--- src/hw/rtl/remaining_time_median_estimator_defines.svh ---
// Assertion macros for the remaining-time median estimator.
// Included by the top level only; depends on nothing else.
`ifndef REMAINING_TIME_MEDIAN_ESTIMATOR_DEFINES_SVH
`define REMAINING_TIME_MEDIAN_ESTIMATOR_DEFINES_SVH

// Checks a consequence in the same cycle as its cause.
`define RTME_ASSERT_SAME(label, clk, rst_n, ante, cons, msg) \
    label: assert property (@(posedge clk) disable iff (!rst_n) (ante) |-> (cons)) \
        else $error(msg);

// Checks a consequence in the cycle after its cause.
`define RTME_ASSERT_NEXT(label, clk, rst_n, ante, cons, msg) \
    label: assert property (@(posedge clk) disable iff (!rst_n) (ante) |=> (cons)) \
        else $error(msg);

`endif

--- src/hw/rtl/rtme_pkg.sv ---
// Shared types and constants of the remaining-time median estimator.
// Used by the divider, the sort cell and the top level; depends on nothing.
package rtme_pkg;

    // Field widths.
    localparam int SPEED_W = 40;
    localparam int BYTES_W = 48;
    localparam int EST_W   = 63;

    // Serial divider: one quotient bit per cycle.
    localparam int DIV_CNT_W = 6;
    localparam logic [DIV_CNT_W-1:0] DIV_LAST = DIV_CNT_W'(BYTES_W - 1);

    // Estimate used for a stalled transfer.
    localparam logic [EST_W-1:0] EST_INFINITE = {EST_W{1'b1}};

    // Item modes.
    localparam logic [1:0] MODE_SAMPLE = 2'd0;
    localparam logic [1:0] MODE_CLEAR  = 2'd1;
    localparam logic [1:0] MODE_SEED   = 2'd2;

    // Input item.
    typedef struct packed {
        logic [1:0]         mode;
        logic [SPEED_W-1:0] speed;
        logic [BYTES_W-1:0] remaining_bytes;
    } t_in_item;

    // Result item.
    typedef struct packed {
        logic [EST_W-1:0] remaining_seconds;
        logic             median_updated;
    } t_out_item;

    // Value handed from one sort cell to the next.
    typedef struct packed {
        logic             vld;
        logic [EST_W-1:0] data;
    } t_pass;

endpackage

--- src/hw/rtl/rtme_div.sv ---
// Restoring serial divider: remaining bytes over speed, one quotient bit per cycle.
// Depends on rtme_pkg for widths.
module rtme_div (
    input  logic                        i_clk,
    input  logic                        i_rst_n,
    input  logic                        i_start,
    input  logic [rtme_pkg::BYTES_W-1:0] i_dividend,
    input  logic [rtme_pkg::SPEED_W-1:0] i_divisor,
    output logic                        o_done,
    output logic [rtme_pkg::BYTES_W-1:0] o_quotient
);

    logic                           r_busy;
    logic                           r_done;
    logic [rtme_pkg::DIV_CNT_W-1:0] r_cnt;
    logic [rtme_pkg::SPEED_W-1:0]   r_rem;
    logic [rtme_pkg::SPEED_W-1:0]   r_dsr;
    logic [rtme_pkg::BYTES_W-1:0]   r_quo;

    logic [rtme_pkg::SPEED_W:0]     trial;
    logic [rtme_pkg::SPEED_W:0]     diff;
    logic                           fits;

    // Shift the next dividend bit into the partial remainder and try a subtract.
    always_comb begin
        trial = {r_rem, r_quo[rtme_pkg::BYTES_W-1]};
        diff  = trial - {1'b0, r_dsr};
        fits  = (trial >= {1'b0, r_dsr});
    end

    // Control: run for one step per dividend bit, then pulse done.
    always_ff @(posedge i_clk) begin
        if (!i_rst_n) begin
            r_busy <= 1'b0;
            r_done <= 1'b0;
            r_cnt  <= '0;
        end else begin
            r_done <= 1'b0;
            if (i_start) begin
                r_busy <= 1'b1;
                r_cnt  <= '0;
            end else if (r_busy) begin
                r_cnt <= r_cnt + 1'b1;
                if (r_cnt == rtme_pkg::DIV_LAST) begin
                    r_busy <= 1'b0;
                    r_done <= 1'b1;
                end
            end
        end
    end

    // Datapath: the dividend shifts out as the quotient shifts in.
    always_ff @(posedge i_clk) begin
        if (i_start) begin
            r_rem <= '0;
            r_dsr <= i_divisor;
            r_quo <= i_dividend;
        end else if (r_busy) begin
            r_rem <= fits ? diff[rtme_pkg::SPEED_W-1:0] : trial[rtme_pkg::SPEED_W-1:0];
            r_quo <= {r_quo[rtme_pkg::BYTES_W-2:0], fits};
        end
    end

    assign o_done     = r_done;
    assign o_quotient = r_quo;

endmodule

--- src/hw/rtl/rtme_sort_cell.sv ---
// One cell of the insertion sorter: keeps the smallest value it has seen
// and hands every other one to its neighbor. Depends on rtme_pkg.
module rtme_sort_cell (
    input  logic                      i_clk,
    input  logic                      i_rst_n,
    input  logic                      i_clear,
    input  rtme_pkg::t_pass           i_pass,
    output rtme_pkg::t_pass           o_pass,
    output logic [rtme_pkg::EST_W-1:0] o_val,
    output logic                      o_full
);

    logic                       r_full;
    logic                       r_pass_vld;
    logic [rtme_pkg::EST_W-1:0] r_val;
    logic [rtme_pkg::EST_W-1:0] r_pass_data;

    logic                       keep_new;

    // A new value replaces the held one when the cell is empty or it is smaller.
    assign keep_new = !r_full || (i_pass.data < r_val);

    // Control: occupancy and the valid of the outgoing transfer.
    always_ff @(posedge i_clk) begin
        if (!i_rst_n || i_clear) begin
            r_full     <= 1'b0;
            r_pass_vld <= 1'b0;
        end else begin
            r_pass_vld <= i_pass.vld && r_full;
            if (i_pass.vld) begin
                r_full <= 1'b1;
            end
        end
    end

    // Datapath: hold the minimum, pass the other value on.
    always_ff @(posedge i_clk) begin
        if (i_pass.vld) begin
            if (keep_new) begin
                r_val       <= i_pass.data;
                r_pass_data <= r_val;
            end else begin
                r_pass_data <= i_pass.data;
            end
        end
    end

    assign o_pass.vld  = r_pass_vld;
    assign o_pass.data = r_pass_data;
    assign o_val       = r_val;
    assign o_full      = r_full;

endmodule

--- src/hw/rtl/remaining_time_median_estimator.sv ---
// Remaining-time median estimator. Each transfer carries a speed and a remaining
// byte count; the block divides them into a seconds estimate (all ones when the
// speed is zero), pushes it into a ring of RING_DEPTH estimates, and on every
// completed ring pass replaces the held estimate with the ring's median (the
// upper middle element for an even depth). Every input item yields one result
// carrying the held estimate and an updated flag. Steps: clear, a seed at zero
// speed and the unused mode go straight to the result; any other sample or seed
// first runs the serial divider (48 steps, one quotient bit a cycle); a sample
// that completes a ring pass then rotates the ring once through the chain of
// sort cells and lets the last value settle. A new item is taken as soon as
// the previous result sits in the output register.
// Depends on rtme_pkg, rtme_div, rtme_sort_cell and the assertion macro header.
`include "remaining_time_median_estimator_defines.svh"

module remaining_time_median_estimator #(
    parameter int RING_DEPTH = 5
) (
    input  logic                i_clk,
    input  logic                i_rst_n,
    input  logic                i_valid,
    output logic                o_ready,
    input  rtme_pkg::t_in_item  i_data,
    output logic                o_valid,
    input  logic                i_ready,
    output rtme_pkg::t_out_item o_data
);

    localparam int PW  = (RING_DEPTH > 1) ? $clog2(RING_DEPTH) : 1;
    localparam int SCW = $clog2(2 * RING_DEPTH);
    localparam int MID = RING_DEPTH / 2;
    localparam logic [PW-1:0]  POS_LAST  = PW'(RING_DEPTH - 1);
    localparam logic [SCW-1:0] SCNT_FEED = SCW'(RING_DEPTH);
    localparam logic [SCW-1:0] SCNT_LAST = SCW'(2 * RING_DEPTH - 1);

    localparam logic [1:0] ST_IDLE = 2'd0;
    localparam logic [1:0] ST_DIV  = 2'd1;
    localparam logic [1:0] ST_SORT = 2'd2;
    localparam logic [1:0] ST_FIN  = 2'd3;

    // Control registers.
    logic [1:0]                 r_state,   n_state;
    logic [1:0]                 r_mode,    n_mode;
    logic                       r_spd_zero, n_spd_zero;
    logic [PW-1:0]              r_pos,     n_pos;
    logic [SCW-1:0]             r_scnt,    n_scnt;
    logic                       r_out_vld, n_out_vld;

    // State and payload registers.
    logic [rtme_pkg::EST_W-1:0] r_held, n_held;
    logic [rtme_pkg::EST_W-1:0] r_ring [RING_DEPTH];
    logic [rtme_pkg::EST_W-1:0] n_ring [RING_DEPTH];
    rtme_pkg::t_out_item        r_res, n_res;
    rtme_pkg::t_out_item        r_out, n_out;

    logic                         accept;
    logic                         div_start;
    logic                         div_done;
    logic [rtme_pkg::BYTES_W-1:0] div_quo;
    logic [rtme_pkg::EST_W-1:0]   est;
    logic                         sort_clr;
    logic                         feed_vld;
    rtme_pkg::t_pass              chain [RING_DEPTH + 1];
    logic [rtme_pkg::EST_W-1:0]   cell_val [RING_DEPTH];
    logic [RING_DEPTH-1:0]        cell_full;

    assign o_ready = (r_state == ST_IDLE);
    assign accept  = i_valid && o_ready;

    // Serial divider for the seconds estimate.
    rtme_div u_div (
        .i_clk      (i_clk),
        .i_rst_n    (i_rst_n),
        .i_start    (div_start),
        .i_dividend (i_data.remaining_bytes),
        .i_divisor  (i_data.speed),
        .o_done     (div_done),
        .o_quotient (div_quo)
    );

    assign est = r_spd_zero ? rtme_pkg::EST_INFINITE : rtme_pkg::EST_W'(div_quo);

    // Chain of sort cells; the ring is fed in at the head, one value a cycle.
    assign chain[0].vld  = feed_vld;
    assign chain[0].data = r_ring[RING_DEPTH-1];

    for (genvar g = 0; g < RING_DEPTH; g++) begin : g_cell
        rtme_sort_cell u_cell (
            .i_clk   (i_clk),
            .i_rst_n (i_rst_n),
            .i_clear (sort_clr),
            .i_pass  (chain[g]),
            .o_pass  (chain[g+1]),
            .o_val   (cell_val[g]),
            .o_full  (cell_full[g])
        );
    end

    // Sequencer: clear, or divide and update or seed the ring, sort on a completed pass, then deliver.
    always_comb begin
        n_state    = r_state;
        n_mode     = r_mode;
        n_spd_zero = r_spd_zero;
        n_pos      = r_pos;
        n_scnt     = r_scnt;
        n_held     = r_held;
        n_res      = r_res;
        n_out      = r_out;
        n_out_vld  = r_out_vld;
        n_ring     = r_ring;
        div_start  = 1'b0;
        sort_clr   = 1'b0;
        feed_vld   = 1'b0;

        // A waiting result leaves when the consumer takes the transfer.
        if (r_out_vld && i_ready) begin
            n_out_vld = 1'b0;
        end

        case (r_state)
            ST_IDLE: begin
                if (accept) begin
                    n_mode     = i_data.mode;
                    n_spd_zero = (i_data.speed == '0);
                    case (i_data.mode)
                        rtme_pkg::MODE_SAMPLE: begin
                            div_start = 1'b1;
                            n_state   = ST_DIV;
                        end
                        rtme_pkg::MODE_CLEAR: begin
                            for (int k = 0; k < RING_DEPTH; k++) begin
                                n_ring[k] = '0;
                            end
                            n_pos   = '0;
                            n_held  = '0;
                            n_res.remaining_seconds = '0;
                            n_res.median_updated    = 1'b0;
                            n_state = ST_FIN;
                        end
                        rtme_pkg::MODE_SEED: begin
                            if (i_data.speed == '0) begin
                                // A stalled seed clears everything.
                                for (int k = 0; k < RING_DEPTH; k++) begin
                                    n_ring[k] = '0;
                                end
                                n_pos   = '0;
                                n_held  = '0;
                                n_res.remaining_seconds = '0;
                                n_res.median_updated    = 1'b0;
                                n_state = ST_FIN;
                            end else begin
                                div_start = 1'b1;
                                n_state   = ST_DIV;
                            end
                        end
                        default: begin
                            // The unused mode leaves the state alone.
                            n_res.remaining_seconds = r_held;
                            n_res.median_updated    = 1'b0;
                            n_state = ST_FIN;
                        end
                    endcase
                end
            end
            ST_DIV: begin
                if (div_done) begin
                    if (r_mode == rtme_pkg::MODE_SEED) begin
                        for (int k = 0; k < RING_DEPTH; k++) begin
                            n_ring[k] = est;
                        end
                        n_pos   = '0;
                        n_held  = est;
                        n_res.remaining_seconds = est;
                        n_res.median_updated    = 1'b1;
                        n_state = ST_FIN;
                    end else begin
                        // The ring is a shift line: only its contents matter
                        // for the median, and the oldest estimate drops out.
                        n_ring[0] = est;
                        for (int k = 1; k < RING_DEPTH; k++) begin
                            n_ring[k] = r_ring[k-1];
                        end
                        if (r_pos == POS_LAST) begin
                            n_pos    = '0;
                            n_scnt   = '0;
                            sort_clr = 1'b1;
                            n_state  = ST_SORT;
                        end else begin
                            n_pos   = r_pos + 1'b1;
                            n_res.remaining_seconds = r_held;
                            n_res.median_updated    = 1'b0;
                            n_state = ST_FIN;
                        end
                    end
                end
            end
            ST_SORT: begin
                // Rotate the ring once through the sorter, then let it settle.
                feed_vld = (r_scnt < SCNT_FEED);
                if (feed_vld) begin
                    n_ring[0] = r_ring[RING_DEPTH-1];
                    for (int k = 1; k < RING_DEPTH; k++) begin
                        n_ring[k] = r_ring[k-1];
                    end
                end
                if (r_scnt == SCNT_LAST) begin
                    n_held  = cell_val[MID];
                    n_res.remaining_seconds = cell_val[MID];
                    n_res.median_updated    = 1'b1;
                    n_state = ST_FIN;
                end else begin
                    n_scnt = r_scnt + 1'b1;
                end
            end
            ST_FIN: begin
                if (!r_out_vld || i_ready) begin
                    n_out     = r_res;
                    n_out_vld = 1'b1;
                    n_state   = ST_IDLE;
                end
            end
            default: begin
                n_state = ST_IDLE;
            end
        endcase
    end

    // Control and architectural state, cleared by reset.
    always_ff @(posedge i_clk) begin
        if (!i_rst_n) begin
            r_state    <= ST_IDLE;
            r_mode     <= rtme_pkg::MODE_SAMPLE;
            r_spd_zero <= 1'b0;
            r_pos      <= '0;
            r_scnt     <= '0;
            r_out_vld  <= 1'b0;
            r_held     <= '0;
            for (int k = 0; k < RING_DEPTH; k++) begin
                r_ring[k] <= '0;
            end
        end else begin
            r_state    <= n_state;
            r_mode     <= n_mode;
            r_spd_zero <= n_spd_zero;
            r_pos      <= n_pos;
            r_scnt     <= n_scnt;
            r_out_vld  <= n_out_vld;
            r_held     <= n_held;
            r_ring     <= n_ring;
        end
    end

    // Result payload registers.
    always_ff @(posedge i_clk) begin
        r_res <= n_res;
        r_out <= n_out;
    end

    assign o_valid = r_out_vld;
    assign o_data  = r_out;

    // Checks on the sequencer and the sort chain.
    `RTME_ASSERT_NEXT(a_accept_leaves_idle, i_clk, i_rst_n, accept, r_state != ST_IDLE, "accepted item did not start work")
    `RTME_ASSERT_SAME(a_div_done_in_div, i_clk, i_rst_n, div_done, r_state == ST_DIV, "divider finished outside the divide step")
    `RTME_ASSERT_SAME(a_sort_pos_zero, i_clk, i_rst_n, r_state == ST_SORT, r_pos == '0, "sorting while the ring position is not at its start")
    `RTME_ASSERT_SAME(a_cells_full, i_clk, i_rst_n, (r_state == ST_SORT) && (r_scnt == SCNT_LAST), &cell_full, "median read before every sort cell holds a value")
    `RTME_ASSERT_SAME(a_no_overflow, i_clk, i_rst_n, 1'b1, !chain[RING_DEPTH].vld, "a value fell off the end of the sort chain")

endmodule

--- config.mk ---
export PLATFORM = sky130hd
export DESIGN_NAME = remaining_time_median_estimator
export DESIGN_NICKNAME = d
export VERILOG_FILES = /design/src/hw/rtl/rtme_pkg.sv /design/src/hw/rtl/rtme_div.sv /design/src/hw/rtl/rtme_sort_cell.sv /design/src/hw/rtl/remaining_time_median_estimator.sv
export VERILOG_INCLUDE_DIRS = /design/src /design/src/hw/rtl
export SDC_FILE = /design/constraint.sdc
export NUM_CORES = 2
export LEC_CHECK = 0
export CAP_MARGIN = 40
export CORE_MARGIN = 3
export CORE_UTILIZATION = 50
export CTS_BUF_LIST = sky130_fd_sc_hd__clkbuf_4
export DETAILED_ROUTE_END_ITERATION = 8
export DONT_BUFFER_PORTS = 1
export HOLD_SLACK_MARGIN = 0.02
export PLACE_DENSITY = 0.71
export SYNTH_ARGS = -nofsm -noshare
export SYNTH_HDL_FRONTEND = slang
export SYNTH_SLANG_ARGS = --single-unit
--- constraint.sdc ---
create_clock -name i_clk -period 19.4 [get_ports i_clk]
set_input_delay 2.91 -clock i_clk [delete_from_list [all_inputs] [get_ports i_clk]]
set_output_delay 2.91 -clock i_clk [all_outputs]
set_load 0.005 [all_outputs]
==> results.md <==
Layout:
- For this run, the number of standard cells in the final layout without fillers is 6352.
- The library cell used most frequently in the layout, excluding fill and tap cells, is sky130_fd_sc_hd__nand2_1.
- The post-synthesis to final-layout area growth is 10.4%.
- The top cell types in the final layout, fill and taps aside, are sky130_fd_sc_hd__nand2_1, sky130_fd_sc_hd__a21oi_1, sky130_fd_sc_hd__edfxtp_1.
- At the end of the flow, the number of nets in the layout was 5254.
- The layout has 7852 filler cells.
- The post-route netlist has 12.9% of its cells at a drive strength greater than 1.
- The fraction of the core area covered by cells at the end of the flow is 56.2%.
- The design area is a little over 0.05 mm2.

Critical path:
- The data required time at the worst endpoint is approximately 20000 ps.
- The worst register-to-register path begins at g_cell[1].u_cell.r_pass_data[1].
- At the worst endpoint, the arrival time is 7280 ps.
- The count of cells along the worst register-to-register path is 11.
- STA classifies the critical path endpoint as a register.
- Traced cell by cell, the critical path runs through nor4_1 -> nand4_1 -> nor3_1 -> buf_4 -> nand2_1 -> nand2_1 -> and3_4 -> buf_4 -> buf_16 -> buf_4 -> buf_16 -> o211ai_1 -> a21oi_1.
- The count of cell instances traversed by the critical path is 13.
- The cell repeated most along the worst path is sky130_fd_sc_hd__buf_4.
- For this run, the slowest stage of the critical path takes ~640 ps.
- The worst setup path startpoint is i_data[80].
- The startpoint type of the worst setup path is a primary input.
- The standard cell with the maximum stage delay on the critical path is sky130_fd_sc_hd__and3_4.
- In this run the worst path has a maximum fanout of 75.
- The critical path in this run is classified as in2reg.
- In this run the register-to-register setup slack is approximately 15000 ps.
- The end point of the critical path is r_ring[92].
- The worst register-to-register path ends at g_cell[2].u_cell.o_val[15].
- The kind of cell with the highest combined delay along the critical path is simple AND/OR/NAND/NOR gates.
- The number of buffers and inverters on the critical path is 5.

Synth:
- After Yosys synthesis, XOR and XNOR cells account for 0.851% of the synthesized area.
- Summing the areas of all compound-gate instances in the mapped netlist gives about 15% of the synthesized area.
- The synthesized netlist devotes ~16% of its cell area to simple gates.
- The gate count of the mapped netlist is 4859.
- The total nets after synthesis is roughly 5200.
- The share of the synthesized area in the top cell type is roughly 34%.
- Yosys attributes the largest share of cell area to sky130_fd_sc_hd__edfxtp_1, sky130_fd_sc_hd__dfxtp_1, sky130_fd_sc_hd__nand2_1, sky130_fd_sc_hd__ha_1, sky130_fd_sc_hd__a21oi_1.
- In this run, synthesis inferred between 500 and 600 flip-flops with an integrated enable.
- The post-synthesis cell type with the largest combined area is sky130_fd_sc_hd__edfxtp_1.
- In this run the mean area of a mapped cell was 9.53 um2.
- After synthesis, the netlist uses 70 different library cells.
- The post-synthesis sequential area ratio is a little over half.
- Measured against the total synthesized area, the mux share comes to between 3 and 4%.
- The cell area that synthesis handed to floorplanning was 0.0463 mm2.
- The register bit count reported by yosys is around 980.
- For this run, the number of Yosys warnings is 0.
- The post-synthesis adder-cell area fraction is around 6.5%.
- After synthesis, the share of flip-flops with an asynchronous set or reset is 0%.
- The combinational family with the most area after synthesis is simple AND/OR/NAND/NOR gates.
- Among all flip-flop cells after synthesis, the most frequent one is sky130_fd_sc_hd__edfxtp_1.

Power:
- Dividing total power by cell area gives a power density of around 130 mW/mm2.
- The leakage power figure is ~21 nW.
- The worst-case IR drop observed on VDD is between 0.09 and 0.1 mV.

Floorplanning:
- The total core area is 0.0910 mm2.
- The horizontal extent of the die is 310 um.
- After floorplanning, the core was divided into 110 placement rows.
- Pin placement for this block handled 160 I/O pins.
- The area of the die is 0.0963 mm2.
- The die is 310 um tall.
- The initial core utilization is slightly above 50%.

Timing:
- The final max-slew violation count was 0.
- The highest clock frequency the design can meet is between 150 and 200 MHz.
- The count of final setup violators is 0.
- For the pin with the worst max-slew slack, the measured transition is 987 ps.
- On the final layout, the worst clock skew is approximately 110 ps.
- The headroom to the max-slew limit is between 30 and 40%.
- The final sum of negative setup slack is 0 ps.
- The final hold violation count is 0.
- The share of the cycle needed by the critical path after routing is roughly a third.
- Setup repair after global routing left no endpoint under its margin.
- The worst path in the final design needs a cycle of ~6200 ps, including I/O delays and setup.

Clock network:
- TritonCTS created 276 clock buffers.
- The number of gates resized after cts is 0.
- TritonCTS built the clock tree.
- Clock latency on the worst-skew pair, taken at its later pin, is approximately 1200 ps.
- The number of H-tree levels is 5.
- Counting along the longest clock path gives a buffer depth of 4.
- The clock root buffer master is sky130_fd_sc_hd__clkbuf_4.
- The tree built by TritonCTS fans out to slightly below 1000 sinks.
- The number of buffers inserted for hold repair after clock tree synthesis is 0.
- The clock-pin slew reported for the worst setup and hold paths after clock tree synthesis is 60 ps.
- In this run the post-CTS setup repair buffer count came out at 0.

Drt:
- After the first detailed-routing iteration, the DRC count stood at approximately 3500.
- After detailed routing, the average wire length per cell comes to about 18 um.
- In this run the remaining antenna-violating nets after routing total 0.
- The first TritonRoute pass finished after 5 iterations.
- After detailed routing, the number of remaining DRC violations is 0.
- The via count is ~36000.
- The routed design has between 100000 and 150000 um of wire.
- The vias per cell is 5.66.

Placed design:
- Including well taps, the total number of placed cells is 5874.
- After detailed placement, the total cell area comes to ~0.048 mm2.
- The number of port buffers is 0.
- The global placer's final weighted congestion is a little under 0.9.
- Summed over all nets, the half-perimeter wirelength after detailed placement is about 75000 um.

GRT:
- Across every metal layer, demand over resource in global routing totals around a quarter.
- The via count of the first global-routing pass is about 34000.
- The first global-routing pass estimated 182000 um of wire.
- The global route total overflow is 0.
- The number of antenna violations at the first check in global routing is 4.
- Entering global routing, the biggest net connects between 100 and 150 pins.

Flow run:
- Max-cap violations in this run came to 0.

Status:
- The run finished with clean final reports.

Hold path:
- The class of the tightest hold or removal check is reg2reg.
==> power by group <==
part | switching, mW | internal (mW) | total, mW
combinational | 1.56 | 0.570 | 2.13
sequential | 0.125 | 2.49 | 2.61
clock | 0.848 | 1.04 | 1.89
total | 2.54 | 4.10 | 6.63
==> Yosys cell counts, types with 99 or more instances <==
library cell               count
sky130_fd_sc_hd__a21o_1      131
sky130_fd_sc_hd__a21oi_1     564
sky130_fd_sc_hd__clkbuf_1    244
sky130_fd_sc_hd__dfxtp_1     444
sky130_fd_sc_hd__edfxtp_1    531
sky130_fd_sc_hd__ha_1        239
sky130_fd_sc_hd__inv_1       276
sky130_fd_sc_hd__mux2_2      103
sky130_fd_sc_hd__nand2_1     942
sky130_fd_sc_hd__nand3_1     257
sky130_fd_sc_hd__nor2_1      280
sky130_fd_sc_hd__nor3_1       99
sky130_fd_sc_hd__o21ai_0     226
==> sequential cells by signal (all words and copies together) (netlist names), 3 cells and up <==
name	flops
u_div.o_quotient	48
g_cell.u_cell.r_pass_data	126
u_div.r_dsr	40
u_div.r_cnt	6
g_cell.u_cell.o_val	189
o_data	64
r_held	63
r_ring	252
u_div.r_rem	40
r_res	64
r_pos	3
chain	63
r_scnt	4
g_cell.u_cell.o_full	3
==> stage by stage <==
step / power (mW) / setup slack (ps) / hold WS (ps)
floorplan: 4.11 / 12080 / 400
global placement: 4.64 / 11200 / 403
detailed placement: 4.74 / 12070 / 405
CTS: 6.64 / 13310 / 386
global route: 7.02 / 13000 / 404
finish: 6.63 / 13160 / 393
==> how the worst min path moves through the flow <==
stage               slack, ps  cells past startpoint          to      start
floorplan                 400                      0   o_data[0]   r_res[0]
global placement          400                      0  o_data[27]  r_res[27]
detailed placement        400                      0  o_data[38]  r_res[38]
CTS                       390                      0  o_data[60]  r_res[60]
global route              400                      0  o_data[60]  r_res[60]
finish                    390                      0  o_data[59]  r_res[59]
==> metal layers <==
layer | vias up | track usage [%] | part of all wire [%]
li1 | 17400 | - | -
met5 | - | 0 | 0
met2 | 1469 | 35.1 | 43
met4 | 0 | 7.70 | 2.1
met3 | 172 | 5.55 | 8.9
met1 | 16900 | 34.3 | 46
==> kinds of logic (layout without fill, tap and decap cells) <==
logic type,count (synthesis),count (layout)
simple gates,1705,1705
compound gates,1163,1163
flops,975,975
buf+inv,572,830
fa+ha+maj,240,240
mux,159,159
xor+xnor,45,45
other cells,0,3
==> area by class of cell <==
cell class                 instances  area (um2)  area share [%]
timing repair buffer              78         830            1.62
sequential                       975       24800            48.6
tap                             1232        1540            3.02
clock buffer                     423        3180            6.21
multi-input combinational       3312       19400            37.9
clock inverter                    52         310           0.607
antenna                            3        7.51          0.0147
inverter                         277        1050            2.05
Note: power is estimated with default switching activity, not from simulation.
